**config.mk**
```make
export PLATFORM = sky130hd
export DESIGN_NAME = core_image_record_loader_top
export DESIGN_NICKNAME = d
export VERILOG_FILES = /design/src/sv/crl_pkg.sv /design/src/sv/crl_parser.sv /design/src/sv/crl_result_reg.sv /design/src/sv/core_image_record_loader_top.sv
export SDC_FILE = /design/constraint.sdc
export NUM_CORES = 1
export LEC_CHECK = 0
export ABC_AREA = 1
export BUFFER_PORTS_ARGS = -buffer_cell sky130_fd_sc_hd__buf_2
export CAP_MARGIN = 20
export CORE_ASPECT_RATIO = 1.75
export CORE_MARGIN = 3
export CORE_UTILIZATION = 32
export DETAILED_ROUTE_END_ITERATION = 6
export PLACE_DENSITY = 0.52
export SYNTH_ARGS = -nofsm -noshare
export SYNTH_HDL_FRONTEND = slang
export SYNTH_HIERARCHICAL = 1
export SYNTH_SLANG_ARGS = --single-unit
```
**constraint.sdc**
```tcl
create_clock -name clk -period 3.3 [get_ports clk]
set_input_delay 0.825 -clock clk [delete_from_list [all_inputs] [get_ports clk]]
set_output_delay 0.825 -clock clk [all_outputs]
set_load 0.02 [all_outputs]
```
**src/sv/crl_pkg.sv**
```systemverilog
// Shared types, constants and helpers for the core image record loader.
`default_nettype none

package crl_pkg;

    localparam int HALF_W  = 18;
    localparam int WORD_W  = 36;
    localparam int BYTE_W  = 8;
    localparam int PHASE_W = 3;

    // Phase of the fifth byte, which completes a word.
    localparam logic [PHASE_W-1:0] LAST_PHASE = 3'd4;

    // Left half that marks the end header carrying the start jump, after reset.
    localparam logic [HALF_W-1:0] START_JUMP_RESET = 18'o254000;

    localparam logic [5:0] SHIFT_B0 = 6'd28;
    localparam logic [5:0] SHIFT_B1 = 6'd20;
    localparam logic [5:0] SHIFT_B2 = 6'd12;
    localparam logic [5:0] SHIFT_B3 = 6'd4;

    typedef enum logic [1:0] {
        KIND_WRITE = 2'd0,
        KIND_START = 2'd1,
        KIND_END   = 2'd2
    } kind_t;

    typedef struct packed {
        kind_t              kind;
        logic [HALF_W-1:0]  target_address;
        logic [WORD_W-1:0]  word_value;
    } result_t;

    typedef struct packed {
        logic [PHASE_W-1:0] phase;
        logic               in_record;
    } parse_status_t;

    // Bit position of a byte within the 36-bit word, by its place in the word.
    function automatic logic [5:0] byte_shift(input logic [PHASE_W-1:0] phase);
        logic [5:0] sh;
        unique case (phase)
            3'd0:    sh = SHIFT_B0;
            3'd1:    sh = SHIFT_B1;
            3'd2:    sh = SHIFT_B2;
            3'd3:    sh = SHIFT_B3;
            default: sh = 6'd0;
        endcase
        return sh;
    endfunction

endpackage

`default_nettype wire

```
**src/sv/crl_parser.sv**
```systemverilog
// Word packing and header/record parsing for one byte per step.
`default_nettype none

module crl_parser (
    input  wire logic                          clk,
    input  wire logic                          rst_n,
    input  wire logic                          step,
    input  wire logic [crl_pkg::BYTE_W-1:0]    byte_value,
    input  wire logic                          restart,
    input  wire logic [crl_pkg::HALF_W-1:0]    start_jump_half,
    output logic                               res_valid,
    output crl_pkg::result_t                   res,
    output crl_pkg::parse_status_t             status
);
    import crl_pkg::*;

    logic [PHASE_W-1:0] phase_reg, phase_next, phase_cur;
    logic [WORD_W-1:0]  acc_reg, acc_next, acc_cur;
    logic               in_rec_reg, in_rec_next, in_rec_cur;
    logic [HALF_W-1:0]  left_reg, left_next, left_cur;
    logic [HALF_W-1:0]  addr_reg, addr_next, addr_cur;

    logic [WORD_W-1:0]  byte_ext;
    logic [WORD_W-1:0]  word;
    logic [HALF_W-1:0]  lh, rh, left_inc;

    always_comb
    begin
        // Restart wipes parse state before this byte is taken.
        phase_cur  = restart ? '0 : phase_reg;
        acc_cur    = restart ? '0 : acc_reg;
        in_rec_cur = restart ? 1'b0 : in_rec_reg;
        left_cur   = restart ? '0 : left_reg;
        addr_cur   = restart ? '0 : addr_reg;

        byte_ext = {{(WORD_W-BYTE_W){1'b0}}, byte_value};
        word     = acc_cur | byte_ext;
        lh       = word[WORD_W-1:HALF_W];
        rh       = word[HALF_W-1:0];
        left_inc = left_cur + 1'b1;

        phase_next  = phase_cur;
        acc_next    = acc_cur;
        in_rec_next = in_rec_cur;
        left_next   = left_cur;
        addr_next   = addr_cur;
        res_valid   = 1'b0;
        res         = '{kind: KIND_WRITE, target_address: '0, word_value: '0};

        priority if (phase_cur < LAST_PHASE)
        begin
            acc_next   = acc_cur | (byte_ext << byte_shift(phase_cur));
            phase_next = phase_cur + 1'b1;
        end
        else
        begin
            acc_next   = '0;
            phase_next = '0;
            priority if (in_rec_cur)
            begin
                res_valid = 1'b1;
                res       = '{kind: KIND_WRITE, target_address: addr_cur, word_value: word};
                addr_next = addr_cur + 1'b1;
                left_next = left_inc;
                if (!left_inc[HALF_W-1])
                begin
                    in_rec_next = 1'b0;
                end
            end
            else if (lh[HALF_W-1])
            begin
                // Record header: negative count, start address minus one.
                left_next   = lh;
                addr_next   = rh + 1'b1;
                in_rec_next = 1'b1;
            end
            else if (lh == start_jump_half)
            begin
                res_valid = 1'b1;
                res       = '{kind: KIND_START, target_address: '0, word_value: word};
            end
            else
            begin
                res_valid = 1'b1;
                res       = '{kind: KIND_END, target_address: '0, word_value: '0};
            end
        end
    end

    always_ff @(posedge clk or negedge rst_n)
    begin
        if (!rst_n)
        begin
            phase_reg  <= '0;
            acc_reg    <= '0;
            in_rec_reg <= 1'b0;
            left_reg   <= '0;
            addr_reg   <= '0;
        end
        else if (step)
        begin
            phase_reg  <= phase_next;
            acc_reg    <= acc_next;
            in_rec_reg <= in_rec_next;
            left_reg   <= left_next;
            addr_reg   <= addr_next;
        end
    end

    assign status = '{phase: phase_reg, in_record: in_rec_reg};

endmodule

`default_nettype wire

```
**src/sv/crl_result_reg.sv**
```systemverilog
// Output register holding one result transaction until the receiver takes it.
`default_nettype none

module crl_result_reg (
    input  wire logic              clk,
    input  wire logic              rst_n,
    input  wire logic              load,
    input  wire crl_pkg::result_t  load_data,
    input  wire logic              out_ready,
    output logic                   out_valid,
    output logic                   free,
    output crl_pkg::result_t       data
);
    import crl_pkg::*;

    logic    valid_reg, valid_next;
    result_t data_reg;

    assign free       = !valid_reg || out_ready;
    assign valid_next = load || (valid_reg && !out_ready);

    always_ff @(posedge clk or negedge rst_n)
    begin
        if (!rst_n)
        begin
            valid_reg <= 1'b0;
        end
        else
        begin
            valid_reg <= valid_next;
        end
    end

    // Payload needs no reset; load only when the slot frees up.
    always_ff @(posedge clk)
    begin
        if (load)
        begin
            data_reg <= load_data;
        end
    end

    assign out_valid = valid_reg;
    assign data      = data_reg;

endmodule

`default_nettype wire

```
**src/sv/core_image_record_loader_top.sv**
```systemverilog
// Top level of the core image record loader: input register, parser, result register.
//
// Usage:
//   Input channel (in_valid/in_ready, byte_value, restart) carries one image byte
//   per transaction; set restart on the first byte of a new image to clear parsing.
//   Output channel (out_valid/out_ready, kind, target_address, word_value) carries
//   one result per completed 36-bit word that needs one: a memory write, a start
//   word, or a plain end. Record headers produce nothing.
//   cfg_wr_en/cfg_wr_data write start_jump_half; write only while the block is idle.
// Timing:
//   One byte per cycle sustained unless a byte that completes a result finds the
//   result register taken. A byte is held in the input register and is then parsed
//   into the result register by a single register-to-register parse step; out_valid
//   rises when the parse step that takes the fifth byte of its word loads it.
// Reset:
//   rst_n clears all parse state, both valid flags, and loads start_jump_half with
//   octal 254000.
// Stall:
//   While a result waits, bytes that complete no result still advance; a byte that
//   would produce a second result holds in the input register and in_ready drops.
`default_nettype none

module core_image_record_loader_top (
    input  wire logic                        clk,
    input  wire logic                        rst_n,
    input  wire logic                        cfg_wr_en,
    input  wire logic [crl_pkg::HALF_W-1:0]  cfg_wr_data,
    input  wire logic                        in_valid,
    output logic                             in_ready,
    input  wire logic [crl_pkg::BYTE_W-1:0]  byte_value,
    input  wire logic                        restart,
    output logic                             out_valid,
    input  wire logic                        out_ready,
    output logic [1:0]                       kind,
    output logic [crl_pkg::HALF_W-1:0]       target_address,
    output logic [crl_pkg::WORD_W-1:0]       word_value
);
    import crl_pkg::*;

    logic [HALF_W-1:0] sjh_reg;

    // Input stage.
    logic              s1_valid_reg;
    logic [BYTE_W-1:0] s1_byte_reg;
    logic              s1_restart_reg;

    logic              step;
    logic              res_valid;
    result_t           res;
    parse_status_t     status;
    logic              out_free;
    result_t           out_data;

    always_ff @(posedge clk or negedge rst_n)
    begin
        if (!rst_n)
        begin
            sjh_reg <= START_JUMP_RESET;
        end
        else if (cfg_wr_en)
        begin
            sjh_reg <= cfg_wr_data;
        end
    end

    // Advance the parse step unless its result would find the output slot taken.
    assign step     = s1_valid_reg && (out_free || !res_valid);
    assign in_ready = !s1_valid_reg || step;

    always_ff @(posedge clk or negedge rst_n)
    begin
        if (!rst_n)
        begin
            s1_valid_reg <= 1'b0;
        end
        else if (in_ready)
        begin
            s1_valid_reg <= in_valid;
        end
    end

    always_ff @(posedge clk)
    begin
        if (in_valid && in_ready)
        begin
            s1_byte_reg    <= byte_value;
            s1_restart_reg <= restart;
        end
    end

    crl_parser u_parser (
        .clk             (clk),
        .rst_n           (rst_n),
        .step            (step),
        .byte_value      (s1_byte_reg),
        .restart         (s1_restart_reg),
        .start_jump_half (sjh_reg),
        .res_valid       (res_valid),
        .res             (res),
        .status          (status)
    );

    crl_result_reg u_result (
        .clk       (clk),
        .rst_n     (rst_n),
        .load      (step && res_valid),
        .load_data (res),
        .out_ready (out_ready),
        .out_valid (out_valid),
        .free      (out_free),
        .data      (out_data)
    );

    assign kind           = out_data.kind;
    assign target_address = out_data.target_address;
    assign word_value     = out_data.word_value;

    // Phase counter never passes the last byte of a word.
    a_phase_range: assert property (@(posedge clk) disable iff (!rst_n)
        status.phase <= LAST_PHASE)
        else $error("byte phase out of range");

    // A memory write only comes out of an open record.
    a_write_in_record: assert property (@(posedge clk) disable iff (!rst_n)
        s1_valid_reg && res_valid && (res.kind == KIND_WRITE) |-> status.in_record)
        else $error("memory write outside a record");

    // A new result appears only after a parse step that produced one.
    a_out_from_step: assert property (@(posedge clk) disable iff (!rst_n)
        $rose(out_valid) |-> $past(step && res_valid))
        else $error("result appeared without a parse step");

    // Never overwrite a result the receiver has not taken.
    a_no_overwrite: assert property (@(posedge clk) disable iff (!rst_n)
        out_valid && !out_ready |=> out_valid && $stable(out_data))
        else $error("pending result lost");

endmodule

`default_nettype wire
```
==> flow_metrics.tcl, run 1 <==
set metrics [dict create \
    multi_input_area_sq_um 3740 \
    grt_max_degree 44 \
    drv_cap 0 \
    grtUsageTotal_pct 18.8 \
    crit_arrival_ns 3.14 \
    cts_setup_buffers 0 \
    vias 8095 \
    gp_congestion 0.903 \
    powerDensity_nw_per_um2 476 \
    coreArea_sq_um 27500 \
    nets 1317 \
    rows 80 \
    cts_root_buf "clkbuf_16" \
    antenna_found_initial 0 \
    die_h_um 228 \
    ctsLongestPathBuffers 2 \
    slew_violations 0 \
    ir_worst_vdd_mv 0.382 \
    gr-total-overflow 0 \
    cp.required_ns 3.68 \
    fillers 2893 \
    avgRoutedWirePerCell_um 17.0 \
    clk_latency_ns 0.46 \
    ctsResizeCount 0 \
    period_needed_ns 2.77 \
    critical_path_class "register to register" \
    fin_setup_tns_ns 0 \
    p_leak_nw 4.58 \
    max_slew_margin_pct 49.6 \
    die_x_um 133 \
    start_kind "register" \
    rsz0062_at_grt "no" \
    end_kind "register" \
    detailed_place_hpwl_mm 20.5 \
    area_delta_synth_final_pct 16.2 \
    ant_nets 0 \
    largest_register_ffs 56 \
    syn-num-nets 1233 \
    tritoncts "yes" \
    drive_gt1_share_pct 13.9 \
    hold_path_class "input pin to asynchronous set/reset pin" \
    die_area_sq_um 30300 \
    drt-pass1-iter-count 5 \
    htreeDepth 4 \
    status "finished clean" \
    io_pins 90 \
    netlist_instances 1195 \
    p_total_w 0.00499 \
    drt_wl_total_mm 28.2 \
    syn-cell-area_sq_um 9020 \
    whs_ns 0.391 \
    diodes 0 \
    drtIter0Drc 534 \
    clock_sinks 161 \
    finalHoldViolCount 0 \
    post-route-period-util_pct 83.8 \
    fin_skew_ns 0.00855 \
    crit_fanout 31 \
    start_util_pct 32.8 \
    drc 0 \
    via_per_inst 4.87 \
    register_area_sq_um 4360 \
    post_dp_cell_area_sq_um 9890 \
    design_area_sq_um 10500 \
    portBuffers 89 \
    path_clk_slew_ns 0.07 \
    ys_warn_count 6 \
    cts_buffers 17 \
    hold_buffers 0 \
    postSynthAreaPerCell_sq_um 7.55 \
    final_util_pct 38.1 \
    grt_pass1_wl_mm 44.2 \
    fmax_mhz 361 \
    tightest_slew_ns 0.753 \
    grt_pass1_vias 7859 \
    setup_viol 0 \
]
==> critical path, stage by stage (launching register included) <==
cell and delay (ns):
edfxtp_1 0.44, inv_2 0.09, buf_4 0.35, nand2_1 0.17, inv_1 0.14, ha_1 0.16
inv_1 0.04, nand2_1 0.17, inv_1 0.16, nor2_1 0.11, inv_1 0.08, nor2_1 0.42
a21boi_0 0.21, o22ai_1 0.15
==> layout by cell type (no fill, tap or decap), types with 7 or more instances in the layout <==
cell type	n
nand3_1	63
nor2_1	172
clkbuf_16	18
buf_4	23
o21ai_2	12
nand2_1	314
buf_2	88
o22ai_1	36
o21ai_0	79
xor2_1	7
dfrtp_1	92
edfxtp_1	65
a21boi_0	10
nand4_1	7
o211ai_1	8
a21oi_1	51
nor3_1	8
inv_1	171
==> cell type report <==
| type | count | share of cell area, % |
|---|---|---|
| Tap cell | 369 | 4.40 |
| Clock inverter | 13 | 1.29 |
| Sequential cell | 161 | 41.6 |
| Timing Repair Buffer | 114 | 6.42 |
| Inverter | 176 | 6.30 |
| Clock buffer | 19 | 4.33 |
| Multi-Input combinational cell | 809 | 35.7 |
==> final timing paths <==
path,to,startpoint,cells past startpoint,slack (ns)
worst max-delay path,u_parser/acc_reg[31],s1_restart_reg,13,0.53
worst min-delay path,u_parser/left_reg[15],rst_n,1,0.39
worst max register to register,u_parser/acc_reg[31],s1_restart_reg,13,0.53
worst min register to register,u_parser/phase_reg[1],u_parser/phase_reg[1],2,0.48
max in group asynchronous,sjh_reg[11],rst_n,2,2.12
min in group clk,u_parser/phase_reg[1],u_parser/phase_reg[1],2,0.48
==> where the power goes <==
part	switching [W]	internal [W]
logic	0.000516	0.000216
clock network	0.000910	0.00111
registers	0.0000620	0.00218
==> metal layers <==
metal / routed length [um] / GRT usage, %
met3: 998 / 2.62
met4: 1010 / 8.97
met1: 11400 / 21.8
met2: 14800 / 33.6
met5: 0 / 0
==> through the flow <==
step | cells | worst slack (ns)
detailed placement | 1629 | 0.608
finish | 1661 | 0.534
global placement | 1629 | 0.631
floorplan | 1195 | 0.637
global route | 1661 | 0.335
CTS | 1661 | 0.555
(Power assumes the default switching activity.)
==> inputs of run 2 (changes only) <==
Settings changed: ABC_AREA 1 to 0, PLACE_DENSITY 0.52 to 0.54.
Clock period 3.3 ns to 2.33 ns, I/O delays scaled along.
==> flow_metrics.tcl, run 2 <==
set metrics [dict create \
    rows 77 \
    drc 0 \
    cp.required_ns 2.63 \
    internal_power_w 0.00541 \
    fillers 2454 \
    status "finished clean" \
    p_sw_share_pct 28.1 \
    critical_path_class "register to register" \
    netlist_instances 782 \
    p_leak_nw 4.69 \
    drtIter0Drc 409 \
    clock_sinks 161 \
    whs_ns 0.100 \
    mostFrequentLayoutCell "buf_4" \
    gr-total-overflow 0 \
    crit_fanout 9 \
    die_h_um 220 \
    tightest_slew_ns 0.640 \
    detailed_place_hpwl_mm 20.2 \
    vias 6953 \
    rsz0062_at_grt "yes" \
    coreArea_sq_um 25500 \
    grt_pass1_vias 7043 \
    slew_violations 0 \
    syn-cell-area_sq_um 8350 \
    end_kind "register" \
    period_needed_ns 2.32 \
    ys_warn_count 6 \
    syn-num-nets 820 \
    grt_pass1_wl_mm 41.0 \
    tritoncts "yes" \
    start_util_pct 32.7 \
    clock_power_share_pct 38.5 \
    drt_wl_total_mm 27.0 \
    gp_congestion 0.912 \
    die_area_sq_um 28100 \
    p_sw_w 0.00211 \
    antenna_found_initial 0 \
    r2r_slack_ns 0.009 \
    clk_latency_ns 0.45 \
    largest_register_ffs 56 \
    postSynthAreaPerCell_sq_um 10.7 \
    multi_input_area_sq_um 3950 \
    fmax_mhz 431 \
    most-common-layout-cells "buf_4 (110), dfrtp_1 (92), buf_2 (87), edfxtp_1 (65), nor2_1 (57)" \
    die_x_um 128 \
    path_clk_slew_ns 0.06 \
    max_slew_margin_pct 57.2 \
    p_seq_share_pct 44.2 \
    ctsLongestPathBuffers 2 \
    cts_buffers 17 \
    finalHoldViolCount 0 \
    drv_cap 0 \
    nets 1004 \
    via_per_inst 5.37 \
    portBuffers 89 \
    p_comb_share_pct 17.3 \
    ir_worst_vdd_mv 0.474 \
    hold_path_class "input pin to asynchronous set/reset pin" \
    drt-pass1-iter-count 5 \
    avgRoutedWirePerCell_um 20.8 \
    drive_gt1_share_pct 32.9 \
    setup_viol 0 \
    r2r_start "s1_restart_reg" \
    powerDensity_nw_per_um2 693 \
    post-route-period-util_pct 99.6 \
    reg2reg_to "u_result/data[31]" \
    crit_arrival_ns 2.62 \
    area_delta_synth_final_pct 30.0 \
    cts_root_buf "clkbuf_16" \
    ant_nets 0 \
    start_kind "register" \
    io_pins 90 \
    design_area_sq_um 10900 \
    grtUsageTotal_pct 19.5 \
    diodes 0 \
    htreeDepth 4 \
    post_dp_cell_area_sq_um 9840 \
    fin_skew_ns 0.0116 \
    grt_max_degree 58 \
    p_total_w 0.00752 \
    reg2reg_depth 10 \
    register_area_sq_um 4360 \
]
run 2: power groups by stage:
stage	logic (W)	registers, W	clock network [W]
3_5_place_dp	0.00124	0.00337	0
6_report	0.00130	0.00333	0.00290
3_3_place_gp	0.00123	0.00337	0
5_1_grt	0.00140	0.00335	0.00306
4_1_cts	0.00125	0.00332	0.00297
2_1_floorplan	0.000684	0.00331	0
run 2: per-stage QoR:
step / worst slack, ns / util, % / TNS (ns) / cells
3_3_place_gp: -0.189 / 38.5 / -0.784 / 1247
3_5_place_dp: -0.211 / 38.5 / -0.857 / 1247
4_1_cts: 0.00552 / 41.1 / 0 / 1282
6_report: 0.00918 / 42.5 / 0 / 1295
5_1_grt: -0.0938 / 42.5 / -2.01 / 1295
2_1_floorplan: 0.00222 / - / 0 / 782
run 2: layout make-up:
cell class                      count  share of cell area [%]
Timing Repair Buffer              211                    13.7
Multi-Input combinational cell    558                    36.4
Clock inverter                      7                   0.876
Inverter                           17                   0.611
Sequential cell                   161                    40.2
Tap cell                          316                    3.64
Clock buffer                       25                    4.67
run 2: critical path: stages, from the launching register on:
cell	delay, ns
edfxtp_1	0.45
buf_6	0.17
buf_12	0.14
nor4bb_4	0.26
nand2b_1	0.08
a32oi_1	0.24
and4_4	0.29
a32oi_4	0.13
buf_4	0.16
buf_6	0.13
nor2b_1	0.12
run 2: timing repair:
action,in CTS,in global routing
setup endpoints to repair,15,72
hold buffers,0,0
cloned,0,2
pin swaps,2,20
gates resized for setup,7,52
buffers inserted,3,12
run 2: worst max-delay path by stage:
stage | start | endpoint | cells past startpoint
2_1_floorplan | s1_restart_reg | u_result/data[0] | 7
3_3_place_gp | s1_restart_reg | u_parser/addr_reg[17] | 11
3_5_place_dp | s1_restart_reg | u_parser/left_reg[16] | 11
4_1_cts | s1_restart_reg | in_ready | 6
5_1_grt | s1_restart_reg | u_parser/acc_reg[13] | 9
6_report | s1_restart_reg | u_result/data[31] | 10
run 2: routing by layer:
| layer | track usage (%) | vias to the layer above | part of all wire [%] |
|---|---|---|---|
| li1 | - | 3264 | - |
| met1 | 21.0 | 3405 | 36 |
| met2 | 34.3 | 202 | 52 |
| met3 | 3.35 | 82 | 3.8 |
| met4 | 13.6 | 0 | 7.6 |
| met5 | 0 | - | 0 |
==> inputs of run 3 (changes only) <==
Settings changed: RECOVER_POWER set to 25, REMOVE_ABC_BUFFERS set to 1, SKIP_LAST_GASP set to 1.
==> flow_metrics.tcl, run 3 (synthesized netlist as in run 2, its figures left out) <==
set metrics [dict create \
    cp_top_family "buffers and inverters" \
    area_delta_synth_final_pct 25.1 \
    p_sw_w 0.00202 \
    critPathMaxStageDelay_ns 0.39 \
    gr-total-overflow 0 \
    diodes 0 \
    finalHoldViolCount 0 \
    gp_congestion 0.902 \
    whs_endpoint "s1_byte_reg[1]" \
    rsz0062_at_grt "yes" \
    worst-path-stages 9 \
    reg2reg_depth 9 \
    die_area_sq_um 28100 \
    avgRoutedWirePerCell_um 19.8 \
    internal_power_w 0.00551 \
    whs_ns 0.317 \
    clock_sinks 161 \
    antenna_found_initial 0 \
    ctsLongestPathBuffers 2 \
    cts_root_buf "clkbuf_16" \
    fin_skew_ns 0.0105 \
    hold_buffers 0 \
    ir_worst_vdd_mv 0.442 \
    crit_fanout 27 \
    cts_buffers 17 \
    holdPathStages 1 \
    drive_gt1_share_pct 28.6 \
    hold_path_class "input pin to register" \
    fillers 2453 \
    via_per_inst 5.32 \
    start_util_pct 32.7 \
    grt_pass1_vias 6808 \
    end_kind "register" \
    slew_violations 34 \
    coreArea_sq_um 25500 \
    post-route-period-util_pct 96.8 \
    crit_slowest_cell "edfxtp_1" \
    crit_arrival_ns 2.55 \
    crit_path_frequent_cell "buf_4" \
    rows 77 \
    p_leak_nw 4.54 \
    path_buf_inv 4 \
    drc 0 \
    fmax_mhz 443 \
    nets 976 \
    clock_power_share_pct 40.8 \
    grt_max_degree 40 \
    vias 6741 \
    start_kind "register" \
    grt_pass1_wl_mm 38.9 \
    p_sw_share_pct 26.8 \
    reg2reg_to "u_result/data[31]" \
    powerDensity_nw_per_um2 720 \
    htreeDepth 4 \
    clk_latency_ns 0.44 \
    crit_chain "buf_8, buf_4, nor2_1, o32ai_1, buf_4, and4_1, a32oi_2, buf_4, nor2b_1" \
    ant_nets 0 \
    drt_wl_total_mm 25.1 \
    min_from "byte_value[1]" \
    largest_register_ffs 56 \
    mostFrequentLayoutCell "dfrtp_1" \
    detailed_place_hpwl_mm 18.4 \
    cp.required_ns 2.62 \
    status "complete, but fails checks" \
    violations "max-capacitance violations, max-slew violations" \
    drv_cap 1 \
    die_x_um 128 \
    tightest_slew_ns 2.03 \
    most-common-layout-cells "dfrtp_1 (92), buf_4 (88), buf_2 (86), edfxtp_1 (65), nor2_1 (57)" \
    p_seq_share_pct 44.4 \
    grtUsageTotal_pct 18.4 \
    period_needed_ns 2.26 \
    drtIter0Drc 472 \
    path_clk_slew_ns 0.06 \
    tritoncts "yes" \
    portBuffers 89 \
    max_slew_margin_pct -35.6 \
    die_h_um 220 \
    critical_path_class "register to register" \
    p_comb_share_pct 14.8 \
    instances_no_fill 1267 \
    setup_viol 0 \
    drt-pass1-iter-count 5 \
    r2r_slack_ns 0.07 \
    final_util_pct 40.9 \
    dp.cells 1231 \
    r2r_start "s1_restart_reg" \
    io_pins 90 \
]
run 3: cell count changes in the layout (fill, tap and decap cells not counted), moves of 3 or more:
cell	delta
buf_4	-22
buf_6	-6
nor2b_1	+5
bufinv_16	+3
clkbuf_8	-3
clkinv_4	+3
ha_1	+3
nor2b_4	-3
o21ai_0	-3
o21ai_1	+3
run 3: area by class of cell:
class                   instances  area, sq um  share of cell area (%)
multi-input cells             558         3780                    36.2
flip-flops and latches        161         4360                    41.7
clock inverters                14          213                    2.04
inverters                      17         63.8                   0.611
repair buffers                183         1210                    11.6
well taps                     316          395                    3.78
clock buffers                  18          429                    4.11
run 3: worst max path at each step:
stage,slack (ns),start,end
2_1_floorplan,-1.88,s1_restart_reg,u_parser/addr_reg[17]
3_3_place_gp,-0.09,s1_restart_reg,u_parser/left_reg[12]
3_5_place_dp,-0.14,s1_restart_reg,u_parser/left_reg[16]
4_1_cts,-0.06,s1_restart_reg,u_parser/addr_reg[16]
5_1_grt,-0.08,s1_restart_reg,u_parser/addr_reg[14]
6_report,0.07,s1_restart_reg,u_result/data[31]
run 3: what timing repair did:
| action | in CTS | in global routing |
|---|---|---|
| gates resized for setup | 5 | 22 |
| setup endpoints to repair | 12 | 40 |
| buffers inserted | 1 | 3 |
| pin swaps | 1 | 4 |
run 3: per-layer routing:
layer  vias to the layer above  wire [um]  track usage (%)  share of wire [%]
met2                       158      13700             33.4                 54
met1                      3310       9530             20.6                 38
met3                        47        898             3.08                3.6
met5                         -          0                0                  0
met4                         0       1030             8.50                4.1
li1                       3226          -                -                  -
run 3: power groups by stage:
stage	combinational, W	sequential, W	clock [W]
floorplan	0.000559	0.00338	0
global placement	0.00109	0.00339	0
detailed placement	0.00110	0.00340	0
CTS	0.00111	0.00334	0.00315
global route	0.00121	0.00337	0.00326
finish	0.00111	0.00334	0.00307
run 3: stage by stage:
step                setup TNS (ns)  total power (W)  instance area, sq um  setup WS [ns]
CTS                         -0.102          0.00760                 10400        -0.0640
detailed placement          -0.703          0.00449                  9680         -0.142
finish                           0          0.00753                 10500         0.0736
floorplan                  -195.19          0.00394                  8090          -1.88
global placement            -0.330          0.00448                  9680        -0.0878
global route                -0.506          0.00785                 10500        -0.0836
